--- src/rtl/integer_to_ascii_formatter_defines.svh ---
// Assertion macros used by the RTL datapath (i2a_dp).
`ifndef INTEGER_TO_ASCII_FORMATTER_DEFINES_SVH
`define INTEGER_TO_ASCII_FORMATTER_DEFINES_SVH

// Same-cycle implication, clocked on clk, off during reset.
`define I2A_ASSERT_IMP(lbl, ante, cons, msg) \
	lbl: assert property (@(posedge clk) disable iff (!arst_n) (ante) |-> (cons)) else $error(msg);

// Next-cycle implication, clocked on clk, off during reset.
`define I2A_ASSERT_NXT(lbl, ante, cons, msg) \
	lbl: assert property (@(posedge clk) disable iff (!arst_n) (ante) |=> (cons)) else $error(msg);

`endif

--- src/rtl/i2a_pkg.sv ---
package i2a_pkg;

	typedef enum logic [1:0] {
		CMD_SDEC = 2'd0,
		CMD_UDEC = 2'd1,
		CMD_HEX  = 2'd2,
		CMD_PTR  = 2'd3
	} mode_t;

	localparam logic [7:0] CH_ZERO  = 8'h30;
	localparam logic [7:0] CH_A     = 8'h61;
	localparam logic [7:0] CH_MINUS = 8'h2d;
	localparam logic [7:0] CH_X     = 8'h78;
	localparam logic [3:0] DIG_TEN  = 4'ha;
	localparam logic [3:0] DIG_FIVE = 4'h5;
	localparam logic [3:0] DIG_ADJ  = 4'h3;

	typedef struct packed {
		logic load;
		logic dabble;
		logic norm;
		logic setup;
		logic emit;
	} dp_cmd_t;

	typedef struct packed {
		logic hex;
		logic bits_done;
		logic norm_done;
		logic emit_last;
	} dp_sts_t;

endpackage

--- src/rtl/i2a_ctrl.sv ---
module i2a_ctrl import i2a_pkg::*; (
	input  logic    clk,
	input  logic    arst_n,
	input  logic    start,
	output logic    busy,
	input  dp_sts_t sts,
	output dp_cmd_t cmd
);

	typedef enum logic [3:0] {
		S_IDLE   = 4'b0001,
		S_DABBLE = 4'b0010,
		S_NORM   = 4'b0100,
		S_EMIT   = 4'b1000
	} state_t;

	state_t state_q, state_nxt;

	always_comb begin
		cmd       = '0;
		state_nxt = state_q;
		unique case (state_q)
			S_IDLE: begin
				if (start) begin
					cmd.load  = 1'b1;
					state_nxt = S_DABBLE;
				end
			end
			S_DABBLE: begin
				if (sts.hex) begin
					state_nxt = S_NORM;
				end else begin
					cmd.dabble = 1'b1;
					if (sts.bits_done) state_nxt = S_NORM;
				end
			end
			S_NORM: begin
				if (sts.norm_done) begin
					cmd.setup = 1'b1;
					state_nxt = S_EMIT;
				end else begin
					cmd.norm = 1'b1;
				end
			end
			S_EMIT: begin
				cmd.emit = 1'b1;
				if (sts.emit_last) state_nxt = S_IDLE;
			end
			default: state_nxt = S_IDLE;
		endcase
	end

	always_ff @(posedge clk or negedge arst_n) begin
		if (!arst_n) state_q <= S_IDLE;
		else state_q <= state_nxt;
	end

	assign busy = (state_q != S_IDLE);

endmodule

--- src/rtl/i2a_dp.sv ---
`include "integer_to_ascii_formatter_defines.svh"

module i2a_dp import i2a_pkg::*; #(
	parameter int MAX_DIGITS = 20
) (
	input  logic        clk,
	input  logic        arst_n,
	input  dp_cmd_t     cmd,
	output dp_sts_t     sts,
	input  logic [1:0]  mode,
	input  logic [63:0] value,
	input  logic        wide,
	input  logic [4:0]  pad_width,
	output logic        strobe,
	output logic [7:0]  char_out,
	output logic        last
);

	localparam int DW  = 4 * MAX_DIGITS;
	localparam int EW  = (DW > 64) ? DW : 64;
	localparam int NDW = $clog2(MAX_DIGITS + 1);

	logic [63:0]    val_q;
	logic [DW-1:0]  dig_q;
	logic [NDW-1:0] nd_q;
	logic [5:0]     bit_cnt_q;
	logic [1:0]     pre_cnt_q;
	logic [4:0]     pad_q;
	logic [4:0]     width_q;
	logic           neg_q;
	logic           ovf_q;
	mode_t          mode_q;
	logic           strobe_q, last_q;
	logic [7:0]     char_q;

	logic [63:0]    v_ext, mag;
	logic           neg;
	logic [EW-1:0]  mag_ext;
	logic [DW-1:0]  dig_adj;
	logic [3:0]     top;
	logic [5:0]     tot;
	logic [7:0]     ch;
	logic           pre_left, pad_left;

	always_comb begin
		if (wide) v_ext = value;
		else if (mode_t'(mode) == CMD_SDEC) v_ext = {{32{value[31]}}, value[31:0]};
		else v_ext = {32'd0, value[31:0]};
		neg     = (mode_t'(mode) == CMD_SDEC) && v_ext[63];
		mag     = neg ? (64'd0 - v_ext) : v_ext;
		mag_ext = EW'(mag);
	end

	always_comb begin
		for (int i = 0; i < MAX_DIGITS; i++) begin
			dig_adj[4*i +: 4] = (dig_q[4*i +: 4] >= DIG_FIVE) ?
				dig_q[4*i +: 4] + DIG_ADJ : dig_q[4*i +: 4];
		end
	end

	assign top      = dig_q[DW-1 -: 4];
	assign tot      = 6'(pre_cnt_q) + 6'(nd_q);
	assign pre_left = (pre_cnt_q != 2'd0);
	assign pad_left = (pad_q != 5'd0);

	always_comb begin
		if (pre_left) begin
			if (neg_q) ch = CH_MINUS;
			else if (pre_cnt_q == 2'd2) ch = CH_ZERO;
			else ch = CH_X;
		end else if (pad_left) begin
			ch = CH_ZERO;
		end else if (top < DIG_TEN) begin
			ch = CH_ZERO + 8'(top);
		end else begin
			ch = CH_A + 8'(top - DIG_TEN);
		end
	end

	// value wider than the digit buffer keeps all MAX_DIGITS low digits
	assign sts.hex       = mode_q[1];
	assign sts.bits_done = &bit_cnt_q;
	assign sts.norm_done = ovf_q || (top != 4'd0) || (nd_q == NDW'(1));
	assign sts.emit_last = !pre_left && !pad_left && (nd_q == NDW'(1));

	always_ff @(posedge clk) begin
		if (cmd.load) begin
			val_q     <= mag;
			dig_q     <= mode[1] ? mag_ext[DW-1:0] : '0;
			nd_q      <= NDW'(MAX_DIGITS);
			bit_cnt_q <= 6'd0;
			neg_q     <= neg;
			ovf_q     <= mode[1] && ((mag >> DW) != 64'd0);
			mode_q    <= mode_t'(mode);
			width_q   <= pad_width;
			pre_cnt_q <= neg ? 2'd1 : ((mode_t'(mode) == CMD_PTR) ? 2'd2 : 2'd0);
		end else if (cmd.dabble) begin
			dig_q     <= {dig_adj[DW-2:0], val_q[63]};
			val_q     <= {val_q[62:0], 1'b0};
			bit_cnt_q <= bit_cnt_q + 6'd1;
			ovf_q     <= ovf_q | dig_adj[DW-1];
		end else if (cmd.norm) begin
			dig_q <= {dig_q[DW-5:0], 4'd0};
			nd_q  <= nd_q - NDW'(1);
		end else if (cmd.setup) begin
			pad_q <= (tot < 6'(width_q)) ? 5'(6'(width_q) - tot) : 5'd0;
		end else if (cmd.emit) begin
			if (pre_left) begin
				pre_cnt_q <= pre_cnt_q - 2'd1;
			end else if (pad_left) begin
				pad_q <= pad_q - 5'd1;
			end else begin
				dig_q <= {dig_q[DW-5:0], 4'd0};
				nd_q  <= nd_q - NDW'(1);
			end
		end
	end

	always_ff @(posedge clk or negedge arst_n) begin
		if (!arst_n) strobe_q <= 1'b0;
		else strobe_q <= cmd.emit;
	end

	always_ff @(posedge clk) begin
		if (cmd.emit) begin
			char_q <= ch;
			last_q <= sts.emit_last;
		end
	end

	assign strobe   = strobe_q;
	assign char_out = char_q;
	assign last     = last_q;

	`I2A_ASSERT_NXT(a_emit_strobe, cmd.emit, strobe_q, "emit without strobe")
	`I2A_ASSERT_NXT(a_last_gap, strobe_q && last_q, !strobe_q, "item overlap after last")
	`I2A_ASSERT_IMP(a_nd_nonzero, cmd.emit || cmd.norm, nd_q != '0, "digit count ran out")

endmodule

--- src/rtl/integer_to_ascii_formatter.sv ---
// Formats one 64-bit integer per item as ASCII, most significant character
// first, one character per cycle on char_out with char_valid high and last on
// the final one. The receiver cannot stall: characters appear whether or not
// it is ready. Decimal items go through shift-add-3 BCD conversion, which hex
// and pointer items skip; then up to MAX_DIGITS - 1 leading zero digits are
// stripped, padding is set up, and the characters are issued. Busy stays high
// until the last character is issued.
module integer_to_ascii_formatter import i2a_pkg::*; #(
	parameter int MAX_DIGITS = 20
) (
	input  logic        clk,
	input  logic        arst_n,
	input  logic        start,
	output logic        busy,
	input  logic [1:0]  cmd,
	input  logic [63:0] value,
	input  logic        wide,
	input  logic [4:0]  pad_width,
	output logic        char_valid,
	output logic [7:0]  char_out,
	output logic        last
);

	dp_cmd_t dp_cmd;
	dp_sts_t dp_sts;

	i2a_ctrl u_ctrl (
		.clk    (clk),
		.arst_n (arst_n),
		.start  (start),
		.busy   (busy),
		.sts    (dp_sts),
		.cmd    (dp_cmd)
	);

	i2a_dp #(
		.MAX_DIGITS (MAX_DIGITS)
	) u_dp (
		.clk       (clk),
		.arst_n    (arst_n),
		.cmd       (dp_cmd),
		.sts       (dp_sts),
		.mode      (cmd),
		.value     (value),
		.wide      (wide),
		.pad_width (pad_width),
		.strobe    (char_valid),
		.char_out  (char_out),
		.last      (last)
	);

endmodule

--- config.mk ---
export PLATFORM = sky130hd
export DESIGN_NAME = integer_to_ascii_formatter
export DESIGN_NICKNAME = d
export VERILOG_FILES = /design/src/rtl/i2a_pkg.sv /design/src/rtl/i2a_ctrl.sv /design/src/rtl/i2a_dp.sv /design/src/rtl/integer_to_ascii_formatter.sv
export VERILOG_INCLUDE_DIRS = /design/src /design/src/rtl
export SDC_FILE = /design/constraint.sdc
export NUM_CORES = 1
export LEC_CHECK = 0
export ABC_AREA = 1
export BUFFER_PORTS_ARGS = -buffer_cell sky130_fd_sc_hd__buf_2
export CORE_ASPECT_RATIO = 2
export CORE_UTILIZATION = 55
export CTS_CLUSTER_DIAMETER = 80
export DETAILED_ROUTE_END_ITERATION = 10
export PLACE_DENSITY_LB_ADDON = 0.1
export SYNTH_ARGS = -nofsm -noshare
export SYNTH_HDL_FRONTEND = slang
export SYNTH_SLANG_ARGS = --single-unit
--- constraint.sdc ---
create_clock -name clk -period 6.5 [get_ports clk]
set_input_delay 0.65 -clock clk [delete_from_list [all_inputs] [get_ports clk]]
set_output_delay 0.65 -clock clk [all_outputs]
set_load 0.02 [all_outputs]
# ---- Word level (Yosys, flattened, before mapping)
# Cells that the tools add are included.
dict set report word_totals {
  ff_bits 185
  out_inout_bits 11
}
dict set report op_classes {
  n_addsub 30
  order_cmp 22
  eq_ne 22
  mux 70
  bitwise 4
  reduce_logical 24
}
# op n
set ops {}
lappend ops {{$mux 80} 7}
lappend ops {{$mux 64} 6}
lappend ops {{$mux 4} 25}
lappend ops {{$add 4x2->4 const B} 20}
lappend ops {{$ge 4x3->1 const B} 20}
lappend ops {{$sub 1x64->64 const A} 1}
lappend ops {{$mux 5} 10}
lappend ops {{$mux 8} 4}
lappend ops {{$mux 2} 9}
lappend ops {{$pmux 4 s4} 1}
lappend ops {{$reduce_bool 2->1} 7}
lappend ops {{$ne 2x2->1 const B} 6}
lappend ops {{$reduce_and 6->1} 2}
lappend ops {{$reduce_and 5->1} 2}
lappend ops {{$sub 5x1->5 const B} 2}
lappend ops {{$add 7x8->8 const A} 1}
lappend ops {{$ne 2x1->1 const B} 4}
lappend ops {{$ne 4x1->1 const B} 2}
lappend ops {{$ne 4x4->1 const B} 2}
lappend ops {{$reduce_and 4->1} 2}
lappend ops {{$reduce_bool 4->1} 2}
lappend ops {{$add 6x4->7 const A} 1}
lappend ops {{$mux 1} 7}
lappend ops {{$mux 7} 1}
lappend ops {{21 further kinds} 28}

# ---- Depth between registers and ports, before layout
# Gate-level depths: netlist of the first run.
dict set report logic_depth {
  depth_word 9
  mapped_depth 14
}

# ---- Cells and area by module
# From an unflattened synthesis of the first run, not the netlist that was laid out.
dict set report hier_totals {
  cells_unflattened 1742
  area_unflattened_um2 13212.7
}
# module n_inst cells_each area_per_inst_um2 seq_area_each_um2
set modules_own_cells {}
lappend modules_own_cells {i2a_dp 1 1700 12946.2 5250.0}
lappend modules_own_cells {i2a_ctrl 1 42 266.5 101.3}

# ---- Worst setup path after synthesis of the first run
# OpenSTA, ideal clock, no wires.
dict set report synth_timing {
  path_kind {register -> register}
  startpoint {register u_ctrl.state_q[0]}
  endpoint {register u_dp.dig_q[0], enable pin}
  setup_ns 0.441
  arrival_ns 3.220
  required_time_ns 6.059
  path_slack_ns 2.839
  stages_incl_launch_ff 8
  path_buffers 0
  path_cell_list {dfstp_2 > nor2_1 > inv_1 > nor3_2 > inv_1 > o21ai_4 > inv_1 > nand2_1}
}
# element line_no
set synth_rtl {}
lappend synth_rtl {{start, declared} i2a_ctrl.sv:17} ;# state_t state_q, state_nxt;
lappend synth_rtl {{start signal, assigned} i2a_ctrl.sv:55} ;# else state_q <= state_nxt;
lappend synth_rtl {{end signal, assigned} i2a_dp.sv:89} ;# dig_q <= mode[1] ? mag_ext[DW-1:0] : '0;
lappend synth_rtl {{end signal, assigned} i2a_dp.sv:98} ;# dig_q <= {dig_adj[DW-2:0], val_q[63]};
lappend synth_rtl {{end signal, assigned} i2a_dp.sv:103} ;# dig_q <= {dig_q[DW-5:0], 4'd0};
lappend synth_rtl {{end, declared} i2a_dp.sv:24} ;# logic [DW-1:0] dig_q;

# ---- Final worst setup path of the first run
dict set report layout_timing {
  startpoint {register u_ctrl.state_q[0]}
  endpoint {register u_dp.dig_q[14], enable pin}
}
dict set report layout_via {
  elab_chain_len 4
}
# element line_no
set layout_lines {}
lappend layout_lines {{$eq 4x3->1, or another cell as far along} i2a_ctrl.sv:22} ;# unique case (state_q)
lappend layout_lines {{$mux 2 / $mux 1 (equally long branches)} i2a_ctrl.sv:22}
lappend layout_lines {{$ne 4x4->1 (no source line), or another cell as far along} n/a}
lappend layout_lines {{$reduce_and 4->1 (no source line) *} n/a}
# Every way passes the cells marked *; elsewhere a longest branch is shown, timed or not.
# A chain may end at the register's enable or synchronous reset.

==> results of run 1 <==
[what timing repair did]
action / CTS / global route
endpoints found under the setup margin: 0 / 0
hold buffers: 1 / 0
endpoints found under the hold margin: 4 / 0
[cell families (layout without fill, tap and decap cells)]
| kind of cell | count (synthesis) | after routing |
|---|---|---|
| other cells | 1 | 1 |
| compound gates | 328 | 328 |
| simple gates | 844 | 844 |
| buf+inv | 318 | 378 |
| fa+ha+maj | 67 | 67 |
| flops | 183 | 183 |
| xor+xnor | 29 | 29 |
[worst paths after layout]
path | start | slack, ps | end | cells after the start
min in group asynchronous | arst_n | 550 | u_ctrl.state_q[2] | 2
hold reg to reg | u_dp.ovf_q | 470 | u_dp.ovf_q | 2
setup / recovery | u_ctrl.state_q[0] | 3330 | u_dp.dig_q[14] | 6
hold / removal | pad_width[1] | 380 | u_dp.width_q[1] | 1
max in group asynchronous | arst_n | 5730 | u_ctrl.state_q[0] | 2
setup reg to reg | u_ctrl.state_q[0] | 3330 | u_dp.dig_q[14] | 6
[layout make-up]
| class | count | area [um2] |
|---|---|---|
| flip-flops and latches | 183 | 5350 |
| inverters | 254 | 958 |
| repair buffers | 92 | 483 |
| well taps | 290 | 363 |
| multi-input cells | 1269 | 6910 |
| clock buffers | 26 | 532 |
| clock inverters | 6 | 35.0 |
| fillers | 2298 | 9690 |
[routing by layer]
metal	track usage, %	wire, um	vias to the layer above
li1	-	-	6021
met1	34.4	14400	5611
met2	53.7	18800	347
met3	3.66	1460	104
met4	16.3	1870	0
met5	0	0	-
[power groups by stage]
stage	clock, uW	combinational [uW]	sequential (uW)
final	1010	2450	2300
after global routing	1060	2780	2350
after CTS	1030	2450	2300
after detailed placement	0	2430	2310
after global placement	0	2360	2300
after floorplan	0	1830	2240
[registers in the layout, indices dropped and copies added, names as in the netlist, 2 cells and up]
register and cells:
u_dp.dig_q 80, u_dp.pre_cnt_q 2, u_dp.val_q 64, u_dp.width_q 5
u_dp.nd_q 5, u_dp.bit_cnt_q 6, u_dp.char_out 7, u_ctrl.state_q 4
u_dp.pad_q 5
[cell usage after synthesis (12+ instances only)]
cell type	n	area share (%)
a21oi_1	65	2.4
ha_1	65	6.0
xor2_1	23	1.5
o211ai_1	28	1.5
o22ai_1	14	0.64
inv_1	246	6.8
nor3_1	12	0.44
nor2_2	13	0.60
nor2_1	146	4.0
nand4_1	25	1.2
o21ai_0	141	5.2
o21ai_1	16	0.59
edfxtp_1	166	37
clkbuf_1	19	0.52
buf_2	23	0.85
dfxtp_1	12	1.8
o221ai_1	17	1.1
nand3_1	149	5.5
nand2_1	442	12
[layout by cell type (no fill, tap or decap), drive strengths merged, types with 9 or more instances in the layout]
cell / Yosys / final
nand2: 454 / 454
inv: 254 / 256
edfxtp: 166 / 166
nand3: 165 / 165
o21ai: 164 / 164
nor2: 163 / 163
buf: 45 / 91
a21oi: 65 / 65
ha: 65 / 65
o211ai: 30 / 30
nand4: 26 / 26
clkbuf: 19 / 26
xor2: 23 / 23
o221ai: 18 / 18
o22ai: 14 / 14
nor3: 14 / 14
o21bai: 14 / 14
dfxtp: 12 / 12
or2: 9 / 9
[critical path, delay by kind of cell (launching register included)]
kind | cells | cell delay [ps]
buf+inv | 2 | 860
simple gates | 4 | 1170
flops | 1 | 560
[through the flow]
step,utilization (%),hold slack [ps],power (uW)
3_5_place_dp,57.8,456,4740
3_3_place_gp,57.8,445,4660
6_report,60.2,381,5760
5_1_grt,60.2,368,6190
2_1_floorplan,-,354,4060
4_1_cts,60.2,361,5770
==> impl_results.md, run 1 <==
* Status: completed
* Synth Area in Adders at 6.27%
* First-pass detailed-route iteration total at 6
* Global-route wire length before repair at 59000 um
* Int Power at 3390 uW
* Nets at 1959
* Setup WS post-layout at 3330 ps
* RePlAce Congestion at 0.934
* Pin count of the biggest net entering global routing at 90
* DRC violations left at 0
* TritonCTS Buffers at 17
* Deepest clock path buffer count at 2
* Vias/cell at 5.70
* Least-Margin Pin Slew at 1120 ps
* Fmax at 316 MHz
* DRT antenna net count at 0
* Flop pwr share at 39.9%
* Root buffer cell: clkbuf_16
* Worst endpoint required time at 6450 ps
* Placed inst area at 14100 um2
* Largest family of logic cells by synthesized area: simple AND/OR/NAND/NOR gates
* Aggregate global-route resource usage at 30.0%
* Setup-failing EPs final at 0
* Clock sink count at 183
* Pwr per Cell Area at 394 nW/um2
* Layout Skew at 8.17 ps
* CP Class: flop to flop
* Die Height at 224 um
* Resized Gates After CTS at 0
* Die ar. at 25400 um2
* Compound-Gate Fraction of Synth Area at 14.6%
* CP Data Arrival Time at 3110 ps
* Synth Area in XOR/XNOR at 1.87%
* Cell count after synthesis at 1770
* Max Slew Vio Count at 0
* Top cell by count, worst path: nand2_4
* Core Area at 24300 um2
* Main synth FF type: edfxtp_1
* Starting DRT DRC Count at 869
* Psw at 2380 uW
* Static leakage at 0.00668 uW
* Post-synthesis net count at 1912
* CTS clk-pin slew, worst paths at 70 ps
* Synth Area per Inst at 7.68 um2
* Switching part of the total at 41.2%
* Post-placement setup slack at 3220 ps
* Placed Cells at 2087
* Comb power frac at 42.5%
* Seq cells post-synth at 183
* Layout cells sized above 1 at 11.0%
* Setup total negative slack at 0 ps
* Total Wirelength at 36600 um
* Final period utilization at 48.7%
* Min Tclk post-route at 3170 ps
* Post-synth EDFFs at 166
* Worst min path class: input port to flop
* Critical Path Sink Type: flop
* Chip width at 113 um
* Worst path cell trace: nor3_2 -> nand2_1 -> buf_4 -> nand2_4 -> inv_2 -> nand2_4
* Synth cell types at 60
* Wire per inst at 17.2 um
* H-tree depth at 4
* Via Count at 12100
* RSZ-0062 raised after global routing: no
* Port Buf Inserts at 84
* # Post-CTS Setup Buffers at 0
* Syn. warnings at 0
* CTS tree: built
* Initial Util at 55.9%
* Post-synthesis sequential area ratio at 39.4%
* Synthesis-to-finish area growth at 7.63%
* Worst IR Drop VDD at 0.299 mV
* Final Hold Vio Count at 0
* Crit path max fanout at 80
* Slew margin rel. at 25.6%
* Total grt overflow at 0
* Multiplexer share of the synthesized area at 0%
* Clock Latency Late Sink at 440 ps
* Rows at 81
* Post-synth design cell area at 13600 um2
* Startpoint Class: flop
* Max Cap Viol at 0
* CP peak stage delay at 660 ps
* Critical Path Slowest Stage Cell: nand2_4
* # diodes at 0
* Non-filler cells, final at 2120
* Initial antenna violation count at 0
* Share of total power in the clock network at 17.6%
* Post-synthesis async set-or-reset flop share at 2.73%
* Post-route cell area at 14600 um2
* Simple-Gate Fraction of Synth Area at 28.0%
* HPWL after DPL at 27500 um
* Vias in the first global route at 11700
* Ports at 86
No activity file was read; power rests on OpenSTA's default activity.
==> inputs of run 2 (changes only) <==
clock period = 3.3 ns   (was 6.5 ns; I/O delays follow)
==> run 2 against run 1 <==
Effect of this change:
- wire length is 0.30% lower
- power is 99% higher
- clock power increased by 100%
- count of clock-buffer cells in the layout shrank 9
- global-route usage increased by 0.054 points
- critical path type unchanged
- sequential share of layout area is 0.33 points lower
- cell area up 0.92%
- combinational power grew 100%
- non-clock buffer count rose by 10
==> impl_results.md, run 2 (synthesized netlist as in run 1, its figures left out) <==
* H-tree depth at 4
* Global-route wire length before repair at 58900 um
* Min Tclk post-route at 2750 ps
* Final Hold Vio Count at 0
* Max reg flops at 80
* Total grt overflow at 0
* Ports at 86
* Post-placement setup slack at 577 ps
* Die Height at 224 um
* Clock Latency Late Sink at 460 ps
* Placed Cells at 2097
* RePlAce Congestion at 0.951
* Die ar. at 25400 um2
* Most common cell after layout, fill and taps aside: nand2_1
* Status: completed
* Worst IR Drop VDD at 0.504 mV
* RSZ-0062 raised after global routing: no
* Pwr per Cell Area at 777 nW/um2
* Layout Skew at 10.7 ps
* Final period utilization at 83.2%
* Port Buf Inserts at 84
* Setup WS post-layout at 554 ps
* # Post-CTS Setup Buffers at 0
* Starting DRT DRC Count at 804
* Slew margin rel. at 58.2%
* CP Launch Point: u_dp.pre_cnt_q[0]
* Critical Path Slowest Stage Cell: a211oi_1
* Fillcell total at 2246
* FF+latch area at 5350 um2
* Synthesis-to-finish area growth at 8.62%
* Setup-failing EPs final at 0
* Initial Util at 55.9%
* Total Wirelength at 36500 um
* Vias/cell at 5.73
* Worst min path class: input port to flop
* DRC violations left at 0
* Fmax at 364 MHz
* CTS tree: built
* Commonest cells after routing, fill and taps aside: 440 x nand2_1, 246 x inv_1, 166 x edfxtp_1
* Vias in the first global route at 11900
* Setup total negative slack at 0 ps
* HPWL after DPL at 27900 um
* Layout cells sized above 1 at 11.6%
* First-pass detailed-route iteration total at 5
* Non-filler cells, final at 2129
* CP peak stage delay at 510 ps
* Max Slew Vio Count at 0
* Largest register by flop count: u_dp.dig_q
* Worst endpoint required time at 3600 ps
* Clock sink count at 183
* Multi-input gate area at 6910 um2
* Nets at 1969
* TritonCTS Buffers at 17
* Resized Gates After CTS at 0
* Wire per inst at 17.1 um
* Core Area at 24300 um2
* Deepest clock path buffer count at 2
* Via Count at 12200
* Critical Path Sink Type: flop
* Reg2reg start: u_dp.pre_cnt_q[0]
* Root buffer cell: clkbuf_16
* Startpoint Class: flop
* Least-Margin Pin Slew at 626 ps
* Max Cap Viol at 0
* Chip width at 113 um
* WP buf/inv at 0
* Post-layout util at 60.7%
* CTS clk-pin slew, worst paths at 70 ps
* Pin count of the biggest net entering global routing at 98
* Static leakage at 0.00674 uW
* Crit path max fanout at 5
* CP Data Arrival Time at 3040 ps
* CP Class: flop to flop
* DRT antenna net count at 0
* Rows at 81
* # diodes at 0
* CP top delay family: adder cells
* Min-delay src: pad_width[2]
* Worst path cell trace: ha_1 -> fa_1 -> xor2_1 -> ha_1 -> nand2_1 -> o21ai_0 -> a211oi_1 -> nand2_1 -> o21ai_0
* Aggregate global-route resource usage at 30.1%
* Initial antenna violation count at 0
-- run 2: cell types whose count changed in the layout (fill, tap and decap cells not counted), moves of 2 or more --
cell / before / now
bufinv_16: 0 / 2
clkbuf_16: 19 / 17
clkbuf_8: 3 / 0
buf_4: 7 / 13
inv_8: 0 / 2
clkinvlp_4: 0 / 2
clkbuf_1: 4 / 0
clkinv_4: 0 / 2
buf_12: 0 / 4
-- run 2: final cells by class --
class | instances | share of cell area (%)
timing repair buffer | 102 | 4.12
inverter | 254 | 6.49
tap | 290 | 2.46
clock buffer | 17 | 2.88
multi-input combinational | 1269 | 46.8
sequential | 183 | 36.2
clock inverter | 14 | 1.02
-- run 2: power breakdown --
part | internal, uW | total [uW] | switching (uW)
sequential | 3980 | 4500 | 518
clock | 1120 | 2050 | 934
combinational | 1640 | 4930 | 3280
total | 6740 | 11500 | 4730
-- run 2: final timing paths --
| check | end | slack (ps) | cells after the start |
|---|---|---|---|
| worst max register to register | u_dp.pad_q[4] | 550 | 9 |
| worst min-delay path | u_dp.width_q[2] | 50 | 1 |
| min in group asynchronous | u_ctrl.state_q[1] | 220 | 2 |
| worst max-delay path | u_dp.pad_q[4] | 550 | 9 |
| max in group asynchronous | u_ctrl.state_q[0] | 2870 | 2 |
| worst min register to register | u_dp.ovf_q | 460 | 2 |
-- run 2: metrics by stage --
stage                     hold slack (ps)  power [uW]  cell area (um2)
final                                50.0       11500            14800
after global routing                 39.1       12300            14800
after CTS                            32.0       11500            14800
after detailed placement              148        9420            14200
after global placement                146        9260            14200
after floorplan                      34.4        7980            13600
-- run 2: routing by layer --
metal | track usage, % | vias up | wire [um]
met4 | 17.5 | 0 | 1930
met2 | 54.9 | 391 | 19100
met5 | 0 | - | 0
met3 | 3.02 | 99 | 1490
met1 | 33.5 | 5660 | 13900
li1 | - | 6053 | -
-- run 2: timing repair --
action | 4_1_cts | 5_1_grt
hold endpoints to repair | 5 | 0
setup endpoints to repair | 0 | 0
hold buffers | 1 | 0
==> inputs of run 3 (changes only) <==
ABC_AREA = 0   (was 1)
clock period = 2.5 ns   (was 3.3 ns; I/O delays follow)
==> run 3 against run 2 <==
Effect of this change:
- the flow now finishes with violations (negative setup slack)
- via count down 13%
- synthesized cell count decreased by 27%
- clock skew decreased by 2.0 ps
- critical path depth unchanged
- global-route usage up 1.7 points
- wire length decreased by 5.4%
- core utilization grew 5.5 points
- non-clock buffer count is 87 higher
- fmax increased by 8.2%
- setup slack worse by 590 ps
- largest cell class unchanged
- highest routed layer unchanged
==> impl_results.md, run 3 <==
* Flop-to-flop setup slack at -40 ps
* Reg2reg start: u_dp.pre_cnt_q[0]
* Post-synthesis net count at 1432
* Max reg flops at 80
* Via Count at 10600
* Non-filler cells, final at 1728
* R2R depth at 9
* Startpoint Class: flop
* Worst r2r dst: u_dp.pad_q[4]
* Worst min path class: input port to asynchronous set/reset pin
* Pwr Total at 15800 uW
* TritonCTS Buffers at 17
* Commonest cells after routing, fill and taps aside: 166 x edfxtp_1, 160 x nand2_1, 150 x o21ai_0
* Synth top area cells: edfxtp_1 41%, ha_1 6.8%, o21ai_0 6.3%, a21oi_1 5.1%, nand2_1 5.1%
* Worst endpoint required time at 2690 ps
* Wire per inst at 20.0 um
* Starting DRT DRC Count at 695
* DRT antenna net count at 0
* Count leader, synth: edfxtp_1
* Max Cap Viol at 0
* HPWL after DPL at 26300 um
* Final Hold Vio Count at 0
* Fillcell total at 1837
* Worst IR Drop VDD at 0.743 mV
* Global-route wire length before repair at 54100 um
* RSZ-0062 raised after global routing: yes
* Initial Util at 56.0%
* Rows at 76
* Port Buf Inserts at 84
* Pwr per Cell Area at 1110 nW/um2
* Clock sink count at 183
* Setup WS post-layout at -39.2 ps
* Placed inst area at 13500 um2
* Main synth FF type: edfxtp_1
* Synthesis-to-finish area growth at 18.5%
* H-tree depth at 4
* Chip width at 107 um
* Post-synth design cell area at 12000 um2
* Synth cell types at 63
* Fmax at 394 MHz
* Vias/cell at 6.13
* Initial antenna violation count at 3
* Deepest clock path buffer count at 2
* Status: finished with violations
* Aggregate global-route resource usage at 31.8%
* CTS clk-pin slew, worst paths at 70 ps
* Die Height at 211 um
* Min Tclk post-route at 2540 ps
* Setup-failing EPs final at 3
* Share of the synthesized area in the top cell type at 41.5%
* Post-synthesis sequential area ratio at 44.5%
* Total grt overflow at 0
* CP Class: flop to flop
* Total Wirelength at 34500 um
* Seq cells post-synth at 183
* Ports at 86
* Final hold slack at 144 ps
* Crit path max fanout at 2
* Pin count of the biggest net entering global routing at 71
* DRC violations left at 0
* Die ar. at 22500 um2
* Post-placement setup slack at -211 ps
* Failing checks: negative setup slack
* Static leakage at 0.00556 uW
* Cell count after synthesis at 1290
* Post-synth top cells: 166 x edfxtp_1, 162 x nand2_1, 151 x o21ai_0
* Placed Cells at 1683
* Critical Path Sink Type: flop
* First-pass detailed-route iteration total at 8
* Post-synthesis async set-or-reset flop share at 2.73%
* Layout cells sized above 1 at 17.1%
* Root buffer cell: clkbuf_16
* Most common cell after layout, fill and taps aside: edfxtp_1
* Max Slew Vio Count at 0
* Least-Margin Pin Slew at 688 ps
* RePlAce Congestion at 1.01
* Clock Latency Late Sink at 450 ps
* Largest register by flop count: u_dp.dig_q
* Vias in the first global route at 10700
* CTS tree: built
* Synth area leader: edfxtp_1
* Layout Skew at 8.69 ps
* Post-route cell area at 14200 um2
* Syn. warnings at 0
* CP Data Arrival Time at 2730 ps
* Final period utilization at 102%
* Nets at 1581
* Slew margin rel. at 54.1%
* Core Area at 21500 um2
* Post-synth EDFFs at 166
* Synth Area per Inst at 9.32 um2
run 3: cell count changes in the layout (fill, tap and decap cells not counted), sizes merged, moves of 30 or more:
cell and delta:
nand2 -292, nor3b +30, nand3 -154, nor2 -87
inv -186, buf +82, a21oi +58, xnor2 +43
run 3: cells by family after synthesis:
group / synth area share [%]
compound gates: 20.0
simple gates: 16.4
flops: 44.5
buf+inv: 4.12
xor+xnor: 7.28
fa+ha+maj: 7.10
mux: 0.520
other cells: 0.0312
run 3: layout make-up:
class	count	area (um2)	share of cell area, %
inverter	71	268	1.88
multi-input combinational	977	6340	44.5
timing repair buffer	189	1350	9.47
clock buffer	22	464	3.26
sequential	183	5350	37.6
antenna	3	7.51	0.0527
tap	273	342	2.40
clock inverter	10	119	0.835
run 3: worst max path at each step:
stage                            from        endpoint  slack (ps)
finish              u_dp.pre_cnt_q[0]   u_dp.pad_q[4]         -40
global route        u_dp.pre_cnt_q[0]   u_dp.pad_q[4]        -100
CTS                 u_dp.pre_cnt_q[0]   u_dp.pad_q[2]         -60
detailed placement          value[45]  u_dp.val_q[53]        -210
global placement            value[45]  u_dp.val_q[53]        -190
floorplan                   value[21]  u_dp.val_q[59]         -30
run 3: layer usage:
metal | part of all wire (%) | GRT usage (%) | vias up
met2 | 57 | 62.1 | 370
met3 | 4.1 | 4.66 | 127
met1 | 33 | 29.7 | 5077
li1 | - | - | 5014
met4 | 5.8 | 20.5 | 0
met5 | 0 | 0 | -
run 3: stage by stage:
stage / setup TNS, ps / util, %
global placement: -1750 / 62.6
global route: -488 / 66.3
detailed placement: -5960 / 62.6
CTS: -157 / 65.9
floorplan: -36.2 / -
finish: -77.2 / 66.3
run 3: worst max-delay path: stages, from the launching register on:
cell,delay (ps)
edfxtp_1,440
ha_4,200
fa_2,560
buf_4,130
fa_2,210
inv_1,50
a21o_1,160
a21oi_1,160
xor2_1,250
o22ai_1,110
run 3: what timing repair did:
item / 4_1_cts / 5_1_grt
resized for setup: 10 / 7
hold buffers: 6 / 0
endpoints found under the hold margin: 10 / 0
pin swaps: 11 / 3
endpoints found under the setup margin: 82 / 63
setup buffers: 1 / 3
run 3: where the power goes:
| part | switching, uW | internal [uW] | total (uW) |
|---|---|---|---|
| combinational | 4090 | 2850 | 6930 |
| sequential | 890 | 5280 | 6170 |
| clock | 1200 | 1530 | 2730 |
| total | 6170 | 9660 | 15800 |
